[config.mk]
export PLATFORM = sky130hd
export DESIGN_NAME = hex_ascii_event_frame_parser
export DESIGN_NICKNAME = d
export VERILOG_FILES = /design/src/design/hefp_pkg.sv /design/src/design/hex_ascii_event_frame_parser.sv
export SDC_FILE = /design/constraint.sdc
export NUM_CORES = 1
export LEC_CHECK = 0
export BUFFER_PORTS_ARGS = -buffer_cell sky130_fd_sc_hd__buf_2
export CELL_PAD_IN_SITES_DETAIL_PLACEMENT = 1
export CELL_PAD_IN_SITES_GLOBAL_PLACEMENT = 1
export CORE_UTILIZATION = 25
export DETAILED_ROUTE_END_ITERATION = 8
export GPL_ROUTABILITY_DRIVEN = 0
export PLACE_DENSITY = 0.48
export SLEW_MARGIN = 20
export SYNTH_ARGS = -nofsm -noshare
export SYNTH_HDL_FRONTEND = slang
export SYNTH_SLANG_ARGS = --single-unit
[constraint.sdc]
create_clock -name clk -period 9.4 [get_ports clk]
set_clock_uncertainty 0.1 [all_clocks]
set_input_delay 1.41 -clock clk [delete_from_list [all_inputs] [get_ports clk]]
set_output_delay 1.41 -clock clk [all_outputs]
set_load 0.02 [all_outputs]
[src/design/hefp_pkg.sv]
`default_nettype none
// ----------------------------------------------------------------------------
// hefp_pkg
// Character codes, field limits and hex digit decoding for the event frame
// parser.
// ----------------------------------------------------------------------------
package hefp_pkg;

  localparam logic [7:0] START_CHAR = 8'h55;
  localparam logic [7:0] SEP_CHAR   = 8'h2C;
  localparam logic [7:0] END_CHAR   = 8'h0A;

  localparam logic [7:0] DIGIT_ZERO = 8'd48;
  localparam logic [7:0] UPPER_A    = 8'd65;
  localparam logic [7:0] LOWER_A    = 8'd97;

  localparam logic [2:0] MAX_DIGITS = 3'd4;
  localparam logic [1:0] LAST_FIELD = 2'd3;
  localparam logic [8:0] CHECK_MOD  = 9'd255;

  typedef struct packed {
    logic       ok;
    logic [3:0] val;
  } hex_digit_t;

  function automatic hex_digit_t hex_decode(input logic [7:0] c);
    hex_digit_t d;
    logic [7:0] t;
    d = '0;
    t = '0;
    if (c >= DIGIT_ZERO && c <= DIGIT_ZERO + 8'd9) begin
      t     = c - DIGIT_ZERO;
      d.ok  = 1'b1;
      d.val = t[3:0];
    end else if (c >= UPPER_A && c <= UPPER_A + 8'd5) begin
      t     = c - UPPER_A + 8'd10;
      d.ok  = 1'b1;
      d.val = t[3:0];
    end else if (c >= LOWER_A && c <= LOWER_A + 8'd5) begin
      t     = c - LOWER_A + 8'd10;
      d.ok  = 1'b1;
      d.val = t[3:0];
    end
    return d;
  endfunction

endpackage
`default_nettype wire

[src/design/hex_ascii_event_frame_parser.sv]
`default_nettype none
// ----------------------------------------------------------------------------
// hex_ascii_event_frame_parser
// Finds "U,cc,ii,vvvv,ss\n" frames in a byte stream and emits checked events.
//
// Usage: received characters enter on rx_byte with rx_valid/rx_ready, one
// item per cycle while rx_ready is high. Events leave on command, event_index
// and event_value with event_valid/event_ready, one item for each well-formed
// frame whose checksum matches. Each byte is taken into an input register and
// parsed there by one pass of decode logic against the frame state; the event
// is written into the output register at the edge that retires its newline.
// Throughput is one byte per cycle, set by the single parse pass between input
// and output registers, apart from the stall below. When the receiver stalls,
// the output register holds the event and bytes that give no event keep
// flowing; only a second newline that yields an event waits in the input
// register, which then drops rx_ready.
// Reset (synchronous, active high) empties both registers and clears the
// frame state, so the stream is ignored until the next 'U'.
// ----------------------------------------------------------------------------
module hex_ascii_event_frame_parser
  import hefp_pkg::*;
(
  input  wire logic        clk,
  input  wire logic        rst,
  input  wire logic        rx_valid,
  output logic             rx_ready,
  input  wire logic [7:0]  rx_byte,
  output logic             event_valid,
  input  wire logic        event_ready,
  output logic [7:0]       command,
  output logic [7:0]       event_index,
  output logic [15:0]      event_value
);

  logic        stage_valid;
  logic [7:0]  stage_byte;

  logic        in_frame, in_frame_next;
  logic        after_start, after_start_next;
  logic [1:0]  field_number, field_number_next;
  logic [2:0]  digit_count, digit_count_next;
  logic [15:0] field_accumulator, field_accumulator_next;
  logic [7:0]  held_command, held_command_next;
  logic [7:0]  held_index, held_index_next;
  logic [15:0] held_value, held_value_next;
  logic        frame_bad, frame_bad_next;

  logic        emit;
  logic        advance;
  hex_digit_t  digit;
  logic [9:0]  byte_sum;
  logic [8:0]  fold;
  logic [8:0]  check;

  // checksum: fold the high bits since 256 mod 255 is 1
  always_comb begin
    byte_sum = {2'b00, held_command} + {2'b00, held_index}
             + {2'b00, held_value[7:0]} + {2'b00, held_value[15:8]};
    fold     = {7'd0, byte_sum[9:8]} + {1'b0, byte_sum[7:0]};
    check    = (fold >= CHECK_MOD) ? fold - CHECK_MOD : fold;
  end

  assign digit = hex_decode(stage_byte);

  always_comb begin
    in_frame_next          = in_frame;
    after_start_next       = after_start;
    field_number_next      = field_number;
    digit_count_next       = digit_count;
    field_accumulator_next = field_accumulator;
    held_command_next      = held_command;
    held_index_next        = held_index;
    held_value_next        = held_value;
    frame_bad_next         = frame_bad;
    emit                   = 1'b0;

    if (stage_byte == START_CHAR) begin
      in_frame_next          = 1'b1;
      after_start_next       = 1'b1;
      field_number_next      = '0;
      digit_count_next       = '0;
      field_accumulator_next = '0;
      held_command_next      = '0;
      held_index_next        = '0;
      held_value_next        = '0;
      frame_bad_next         = 1'b0;
    end else if (in_frame) begin
      if (stage_byte == END_CHAR) begin
        emit = !frame_bad && !after_start && field_number == LAST_FIELD
            && digit_count != 3'd0 && field_accumulator == {7'd0, check};
        in_frame_next          = 1'b0;
        after_start_next       = 1'b0;
        field_number_next      = '0;
        digit_count_next       = '0;
        field_accumulator_next = '0;
        held_command_next      = '0;
        held_index_next        = '0;
        held_value_next        = '0;
        frame_bad_next         = 1'b0;
      end else if (after_start) begin
        after_start_next = 1'b0;
        if (stage_byte != SEP_CHAR) begin
          frame_bad_next = 1'b1;
        end
      end else if (stage_byte == SEP_CHAR) begin
        if (digit_count == 3'd0 || field_number >= LAST_FIELD) begin
          frame_bad_next = 1'b1;
        end else begin
          case (field_number)
            2'd0:    held_command_next = field_accumulator[7:0];
            2'd1:    held_index_next   = field_accumulator[7:0];
            default: held_value_next   = field_accumulator;
          endcase
          field_number_next = field_number + 2'd1;
        end
        digit_count_next       = '0;
        field_accumulator_next = '0;
      end else if (!digit.ok || digit_count >= MAX_DIGITS) begin
        frame_bad_next = 1'b1;
      end else begin
        field_accumulator_next = {field_accumulator[11:0], digit.val};
        digit_count_next       = digit_count + 3'd1;
      end
    end
  end

  assign advance  = stage_valid && (!emit || !event_valid || event_ready);
  assign rx_ready = !stage_valid || advance;

  always_ff @(posedge clk) begin
    if (rst) begin
      stage_valid       <= 1'b0;
      event_valid       <= 1'b0;
      in_frame          <= 1'b0;
      after_start       <= 1'b0;
      field_number      <= '0;
      digit_count       <= '0;
      field_accumulator <= '0;
      held_command      <= '0;
      held_index        <= '0;
      held_value        <= '0;
      frame_bad         <= 1'b0;
    end else begin
      if (rx_valid && rx_ready) begin
        stage_valid <= 1'b1;
      end else if (advance) begin
        stage_valid <= 1'b0;
      end

      if (advance) begin
        in_frame          <= in_frame_next;
        after_start       <= after_start_next;
        field_number      <= field_number_next;
        digit_count       <= digit_count_next;
        field_accumulator <= field_accumulator_next;
        held_command      <= held_command_next;
        held_index        <= held_index_next;
        held_value        <= held_value_next;
        frame_bad         <= frame_bad_next;
      end

      if (advance && emit) begin
        event_valid <= 1'b1;
      end else if (event_ready) begin
        event_valid <= 1'b0;
      end
    end
  end

  // payload registers
  always_ff @(posedge clk) begin
    if (rx_valid && rx_ready) begin
      stage_byte <= rx_byte;
    end
    if (advance && emit) begin
      command     <= held_command;
      event_index <= held_index;
      event_value <= held_value;
    end
  end

endmodule
`default_nettype wire

After elaboration in Yosys (flattened, before gate mapping)
Cells that the tools add are included.

Register bits after elaboration: 98. Logic and storage cells: 151.

Add/subtract/negate cells: 12. Magnitude comparators: 9. Eq/ne operators: 13. Mux-type cells: 63. Reduce and logical (&&, ||, !) cells: 39.

Operator list (count): 16-bit 2-to-1 mux (13); 8-bit 2-to-1 mux (14); 1-bit 2-to-1 mux (20); 3-bit 2-to-1 mux (6); 6-bit AND reduction (3); 16-bit by 9-bit equality test with 1-bit output (1); 8-bit by 7-bit greater-or-equal comparator with 1-bit output (second input constant) (2); 8-bit by 7-bit less-or-equal comparator with 1-bit output (second input constant) (2); 5-bit 2-to-1 mux (3); 2-bit 2-to-1 mux (6); 3-bit nonzero test (4); 4-bit by 1-bit subtractor with 4-bit output (second input constant) (3); 10-bit by 8-bit adder with 10-bit output (1); 9-bit by 8-bit adder with 10-bit output (1); 1-bit logical AND (10); 5-bit AND reduction (2); 2-bit by 8-bit adder with 9-bit output (1); 8-bit by 8-bit adder with 9-bit output (1); 9-bit by 8-bit greater-or-equal comparator with 1-bit output (second input constant) (1); 9-bit 2-to-1 mux (1); 9-bit by 8-bit subtractor with 9-bit output (second input constant) (1); 4-bit adder (second input constant) (2); 8-bit by 4-bit equality test with 1-bit output (second input constant) (1); 8-bit by 6-bit equality test with 1-bit output (second input constant) (1); other kinds (24) (36).

Longest topological paths before layout
Gate-level depths: netlist of run 1.

Depth in word-level cells: 18. Gate-level depth with buffers: 31. Gate-level depth less buffers: 30.

Worst setup path after synthesis of run 1
OpenSTA, ideal clock, no wires.

Path kind: reg2out. Start: register held_command[2]. End: output rx_ready. Data arrival time: 5.763 ns. Data required time: 7.890 ns. Setup slack: 2.127 ns. Stages on the path, launching flop included: 29. Path buffers: 1. Cells stage by stage: dfxtp_1 inv_1 fa_1 fa_1 inv_1 ha_1 a211oi_2 o21ai_2 a21oi_1 nor2_1 nor2_1 xnor2_1 ha_1 fa_1 ha_1 nand2_1 a21oi_1 nand2_1 nor2_1 ha_1 inv_1 a2111oi_0 nand4_1 a31oi_1 o211ai_1 nor4b_4 and2_4 buf_4 nand2_1.

Word-level cells in the longest chain between the ends: 16.

Ends and longest elaborated chain: start, declared (line hex_ascii_event_frame_parser.sv:43) `logic [7:0] held_command, held_command_next;`; start signal, assigned (line hex_ascii_event_frame_parser.sv:156) `held_command <= held_command_next;`; 8-bit by 8-bit adder with 9-bit output (*) (line hex_ascii_event_frame_parser.sv:57) `byte_sum = {2'b00, held_command} + {2'b00, held_index}`; 9-bit by 8-bit adder with 10-bit output (*) (line hex_ascii_event_frame_parser.sv:58) `+ {2'b00, held_value[7:0]} + {2'b00, held_value[15:8]};`; 10-bit by 8-bit adder with 10-bit output (*) (line hex_ascii_event_frame_parser.sv:58); 2-bit by 8-bit adder with 9-bit output (*) (line hex_ascii_event_frame_parser.sv:59) `fold = {7'd0, byte_sum[9:8]} + {1'b0, byte_sum[7:0]};`; 9-bit by 8-bit subtractor with 9-bit output or 9-bit by 8-bit greater-or-equal comparator with 1-bit output (tied branches) (line hex_ascii_event_frame_parser.sv:60) `check = (fold >= CHECK_MOD) ? fold - CHECK_MOD : fold;`; 9-bit 2-to-1 mux (*) (line hex_ascii_event_frame_parser.sv:60); 16-bit by 9-bit equality test with 1-bit output (*) (line hex_ascii_event_frame_parser.sv:90) `&& digit_count != 3'd0 && field_accumulator == {7'd0, check};`; 1-bit logical AND (*) (line hex_ascii_event_frame_parser.sv:90); 1-bit 2-to-1 mux (*) (line hex_ascii_event_frame_parser.sv:88) `if (stage_byte == END_CHAR) begin`; 1-bit 2-to-1 mux (*) (line hex_ascii_event_frame_parser.sv:87) `end else if (in_frame) begin`; 1-bit 2-to-1 mux (*) (line hex_ascii_event_frame_parser.sv:77) `if (stage_byte == START_CHAR) begin`; 1-bit zero test (*) (line hex_ascii_event_frame_parser.sv:127) `assign advance = stage_valid && (!emit || !event_valid || event_ready);`; 1-bit logical OR (*) (2 in a row) (line hex_ascii_event_frame_parser.sv:127); 1-bit logical AND (*) (line hex_ascii_event_frame_parser.sv:127); 1-bit logical OR (*) (line hex_ascii_event_frame_parser.sv:128) `assign rx_ready = !stage_valid || advance;`; end, declared (line hex_ascii_event_frame_parser.sv:26) `output logic rx_ready,`.

Mark *: on every way between the ends. The rest lies on a longest branch, timed or not.

Worst setup path in the final report of run 1
Same ends and word-level chain as after synthesis.

==> out/summary.txt, run 1 <==
width of the die: 151.7 um
Mean Syn Cell Area: 10.20 um^2
pwr/cell area: 129.8 mW/mm^2
largest net degree at the start of global routing: 48
post-synth cell types: 80
WS Path Type: flop to primary output
# fillers: 2525
clk slew on worst S/H paths: 70 ps
Syn-to-layout area delta: 14.73%
1st-pass router iterations: 6
final hold viol count: 0
Detailed Route WL: 15240 um
Primary FF master, synth: dfxtp_1
largest cells by area after synthesis: edfxtp_1, dfxtp_1, mux2i_1
initial core utilization: 25.58%
worst skew pair latency: 350 ps
fin crit share: 91.16%
Post-Syn Area: 0.005599 mm^2
FMAX: 116.7 MHz
DR WL/cell: 17.38 um
VDD IR max: 0.08032 mV
run status: finished clean
Clock Tree Buf Depth: 2
RSZ-0062 raised after global routing: false
Syn Nets: 601
post-route ant nets: 0
synth cell count leaders: nand2_1, inv_1, dfxtp_1
CTS tree: built
number of synthesized register bits: 98
Final Critical Period: 8569 ps
total clock sinks: 98
share of cells above drive strength 1: 17.25%
LEAKAGE: 2.479 nW
Slew HR: 29.17%
Post-Layout Cell Count: 877
gr usage total: 14.12%
post-route setup TNS: 0 ps
initial antenna violation count: 0
Final #Nets: 644
Synth area leader: edfxtp_1
Post-synth ARST share: 0%
Worst Path Max Fanout: 13
Critical Path AT: 7060 ps
Post-Synthesis Cells: 549
H-Tree Depth: 3
CTS resizes: 0
I/O Pins: 46
Post-synth EDFFs: 40
max-slew violations: 0
critical path startpoint category: flop
Detailed Route Iter0 Violations: 146
Slew @ Worst Pin: 1049 ps
vias per cell: 4.749
die area: 0.02300 mm^2
vias in the first global route: 4336
top-area cell type share of the netlist area: 21.45%
std cell rows: 54
most common cell in the synthesized netlist: nand2_1
# port buffers: 45
Clock Tree Root: clkbuf_16
slowest CP cell: fa_1
Hold WC Path Type: flop to flop
Placed Cells: 861
grt total ovfl: 0
crit end category: primary output
post-synthesis sequential area ratio: 42.19%
DRC Markers: 0
Core Area: 0.02189 mm^2
hold_buf cts: 0
Setup Buffers After CTS: 0
CP max stage delay: 600 ps
max-cap viol count: 0
first-pass GRT wire length: 24250 um
CTS Buf Count: 9
Setup Viol. Count Final: 0
# diodes: 0
post-DP HPWL: 11750 um
routed via count: 4165
CP required: 7890 ps
synth warn: 0
die height: 151.7 um
[state kept, by name, summed over array words and instances, names as in the netlist]
register           cells
event_value           16
field_accumulator     16
held_value            16
command                8
event_index            8
held_command           8
held_index             8
stage_byte             8
digit_count            3
field_number           2
after_start            1
event_valid            1
frame_bad              1
in_frame               1
stage_valid            1
[metal layers]
metal	global-route usage (%)	vias up	part of all wire, %
met2	23.93	54	49
met1	18.12	2068	48
met3	2.665	15	2.2
met4	4.059	0	1.2
met5	0	-	0
li1	-	2028	-
[critical path, delay by kind of cell (launching register included)]
| kind | cells | cell delay [ps] |
|---|---|---|
| and+or+nand+nor | 9 | 1470 |
| adders and majority gates | 6 | 2240 |
| AOI/OAI and AO/OA | 7 | 1740 |
| xor gates and xnor gates | 2 | 530 |
| buffers and inverters | 4 | 360 |
| DFF | 1 | 360 |
[kinds of logic (layout without fill, tap and decap cells)]
kind of cell | after synthesis | count (layout) | synth area share (%)
and+or+nand+nor | 167 | 167 | 15.17
adders and majority gates | 40 | 40 | 11.22
xor gates and xnor gates | 22 | 22 | 3.709
AOI/OAI and AO/OA | 102 | 102 | 14.70
muxes | 40 | 40 | 7.195
buffers and inverters | 80 | 128 | 5.810
DFF | 98 | 98 | 42.19
[layout make-up]
cell class	count	area [um^2]	share of cell area, %
clock buffer	10	239.0	3.720
clock inverter	6	56.30	0.8765
inverter	61	229.0	3.564
multi-input combinational	371	2917	45.40
sequential	98	2362	36.77
tap	280	350.3	5.454
timing repair buffer	51	270.3	4.207
[per-stage QoR]
stage	worst slack [ps]	power (mW)	utilization [%]	hold WS [ps]	cell area (um^2)
floorplan	2127	0.4694	-	308.2	5599
CTS	790.3	0.8490	29.34	341.1	6424
global route	239.8	0.8657	29.34	366.2	6424
global placement	1407	0.4772	27.99	333.3	6128
finish	830.9	0.8339	29.34	338.6	6424
detailed placement	1206	0.4782	27.99	325.0	6128
[layout by cell type, fill, tap and decap left out, types with 10 or more instances in the layout]
| master | n |
|---|---|
| o21ai_0 | 13 |
| dfxtp_1 | 58 |
| ha_1 | 23 |
| fa_1 | 17 |
| edfxtp_1 | 40 |
| nor2_1 | 23 |
| xor2_1 | 10 |
| nand2_1 | 64 |
| buf_2 | 45 |
| a21oi_1 | 17 |
| xnor2_1 | 11 |
| mux2i_1 | 38 |
| inv_1 | 60 |
| nand3_1 | 20 |
[final timing paths]
| kind | start | to | slack (ps) | cells after the start |
|---|---|---|---|---|
| max | held_command[2]$_SDFFE_PP0P_ | rx_ready | 830 | 28 |
| min | held_value[14]$_SDFFE_PP0P_ | event_value[14]$_DFFE_PP_ | 340 | 0 |
| max reg2reg | held_command[2]$_SDFFE_PP0P_ | held_index[3]$_SDFFE_PP0P_ | 2060 | 26 |
| min reg2reg | held_value[14]$_SDFFE_PP0P_ | event_value[14]$_DFFE_PP_ | 340 | 0 |
[power by group]
part	internal, mW	switching (mW)
sequential	0.443	0.00417
combinational	0.00694	0.0141
clock	0.192	0.174
total	0.642	0.192
Power figures use the tool's default switching activity.
==> inputs of run 2 (changes only) <==
- clock period: 9.4 -> 11.1 ns (I/O delays scaled with it)
==> run 2 against run 1 <==
Effect of this change: die area is the same; sequential cell count is the same; non-clock buffer count is the same; clock-buffer cell count is the same; hold slack is essentially flat; cell count is the same; sequential power shrank 15%; largest cell class unchanged; largest power group unchanged; highest routed layer unchanged.
==> out/summary.txt, run 2 (synthesis results as in run 1) <==
initial core utilization: 25.58% (unchanged)
clk slew on worst S/H paths: 60 ps (about the same)
1st-pass router iterations: 4 (-2)
DR WL/cell: 17.28 um (-0.57%)
Slew HR: 28.50% (-0.67 points)
share of cells above drive strength 1: 17.25% (unchanged)
CTS Buf Count: 9 (unchanged)
width of the die: 151.7 um (unchanged)
vias in the first global route: 4311 (-0.58%)
Clock Tree Root: clkbuf_16
I/O Pins: 46 (unchanged)
pwr/cell area: 109.8 mW/mm^2 (-15%)
fin crit share: 79.79%
CTS tree: built
vias per cell: 4.738 (-0.24%)
Largest regs: event_value: 16 flops, field_accumulator: 16 flops, held_value: 16 flops
FMAX: 112.9 MHz
Setup Buffers After CTS: 0 (unchanged)
Setup Viol. Count Final: 0 (unchanged)
die area: 0.02300 mm^2 (unchanged)
Final Critical Period: 8857 ps
total clock sinks: 98 (unchanged)
post-DP HPWL: 11740 um (-0.13%)
Detailed Route WL: 15150 um (-0.57%)
VDD IR max: 0.06406 mV (-20%)
routed via count: 4155 (-0.24%)
Post-Route Utilization: 29.34% (unchanged)
# diodes: 0 (unchanged)
Slew @ Worst Pin: 1059 ps (+9.928 ps)
H-Tree Depth: 3 (unchanged)
largest net degree at the start of global routing: 48 (unchanged)
post-route ant nets: 0 (unchanged)
Syn-to-layout area delta: 14.73% (unchanged)
initial antenna violation count: 0 (unchanged)
hold_buf cts: 0 (unchanged)
critical path startpoint category: flop
Detailed Route Iter0 Violations: 166 (+14%)
# port buffers: 45 (unchanged)
first-pass GRT wire length: 24140 um (-0.45%)
die height: 151.7 um (unchanged)
Core Area: 0.02189 mm^2 (unchanged)
max-slew violations: 0 (unchanged)
max-cap viol count: 0 (unchanged)
DRC Markers: 0 (unchanged)
commonest cells after routing, fill and taps aside: nand2_1, inv_1, dfxtp_1, buf_2, edfxtp_1
grt total ovfl: 0 (unchanged)
Pwr Total: 0.7052 mW (-15%)
run status: finished clean
worst skew pair latency: 350 ps (about the same)
Critical Path AT: 7090 ps (+30 ps)
CP max stage delay: 600 ps (about the same)
RSZ-0062 raised after global routing: false
CP required: 9340 ps (+1450 ps)
Crit path max-delay family: adder cells
most common cell after layout, fill and taps aside: nand2_1
Hold WC Path Type: flop to flop
CTS resizes: 0 (unchanged)
WP buf/inv: 4 (unchanged)
Worst Hold Margin: 339.1 ps (+0.4830 ps)
std cell rows: 54 (unchanged)
WS Path Type: flop to primary output
Worst Path Max Fanout: 13 (unchanged)
gr usage total: 14.05% (-0.067 points)
Clock Tree Buf Depth: 2 (unchanged)
Final #Nets: 644 (unchanged)
post-route setup TNS: 0 ps (unchanged)
final hold viol count: 0 (unchanged)
crit end category: primary output
slowest CP cell: fa_1
LEAKAGE: 2.447 nW (-1.3%)
## run 2: final timing paths
check	startpoint	cells after the start	slack, ps	endpoint
worst max register to register	held_command[2]$_SDFFE_PP0P_	26	3720	held_index[3]$_SDFFE_PP0P_
worst min register to register	held_value[14]$_SDFFE_PP0P_	0	340	event_value[14]$_DFFE_PP_
worst min-delay path	held_value[14]$_SDFFE_PP0P_	0	340	event_value[14]$_DFFE_PP_
worst max-delay path	held_command[2]$_SDFFE_PP0P_	28	2240	rx_ready
## run 2: worst reg2reg max path: stages, from the launching register on
cell and delay, ps:
dfxtp_1 360, inv_1 70, fa_1 520, fa_1 600, inv_1 60, ha_1 320, a211oi_2 400, o21ai_2 170
a21oi_1 160, nor2_1 50, nor2_1 110, xnor2_1 110, ha_1 240, fa_1 420, xnor2_1 440, nand2_1 150
a21oi_1 240, nand2_1 90, nor2_1 110, ha_1 370, nand4_1 150, a211o_1 340, o2111ai_2 130, nor4b_4 110
a21oi_2 580, o211ai_2 560, mux2i_1 350
## run 2: through the flow
step / setup WS [ps] / instances / cell area, um^2
detailed placement: 2615 / 861 / 6128
floorplan: 3572 / 549 / 5599
CTS: 2205 / 877 / 6424
global placement: 2853 / 861 / 6128
global route: 1646 / 877 / 6424
finish: 2243 / 877 / 6424
## run 2: per-layer routing
metal / global-route usage (%) / routed length (um) / vias up
met3: 2.425 / 451 / 11
met2: 24.25 / 7486 / 59
met4: 3.911 / 191 / 0
met5: 0 / 0 / -
li1: - / - / 2026
met1: 17.88 / 7022 / 2059
## run 2: layout make-up
class                           instances  area [um^2]
Clock buffer                           10        239.0
Clock inverter                          6        56.30
Multi-Input combinational cell        371         2917
Fill cell                            2523        15470
Timing Repair Buffer                   51        270.3
Tap cell                              280        350.3
Inverter                               61        229.0
Sequential cell                        98         2362
## run 2: report_power, final
group	leakage (nW)	internal [mW]	switching, mW	total, mW
Sequential	0.832	0.375	0.00354	0.378
Combinational	1.47	0.00589	0.0120	0.0179
Clock	0.143	0.163	0.146	0.309
Total	2.45	0.544	0.161	0.705
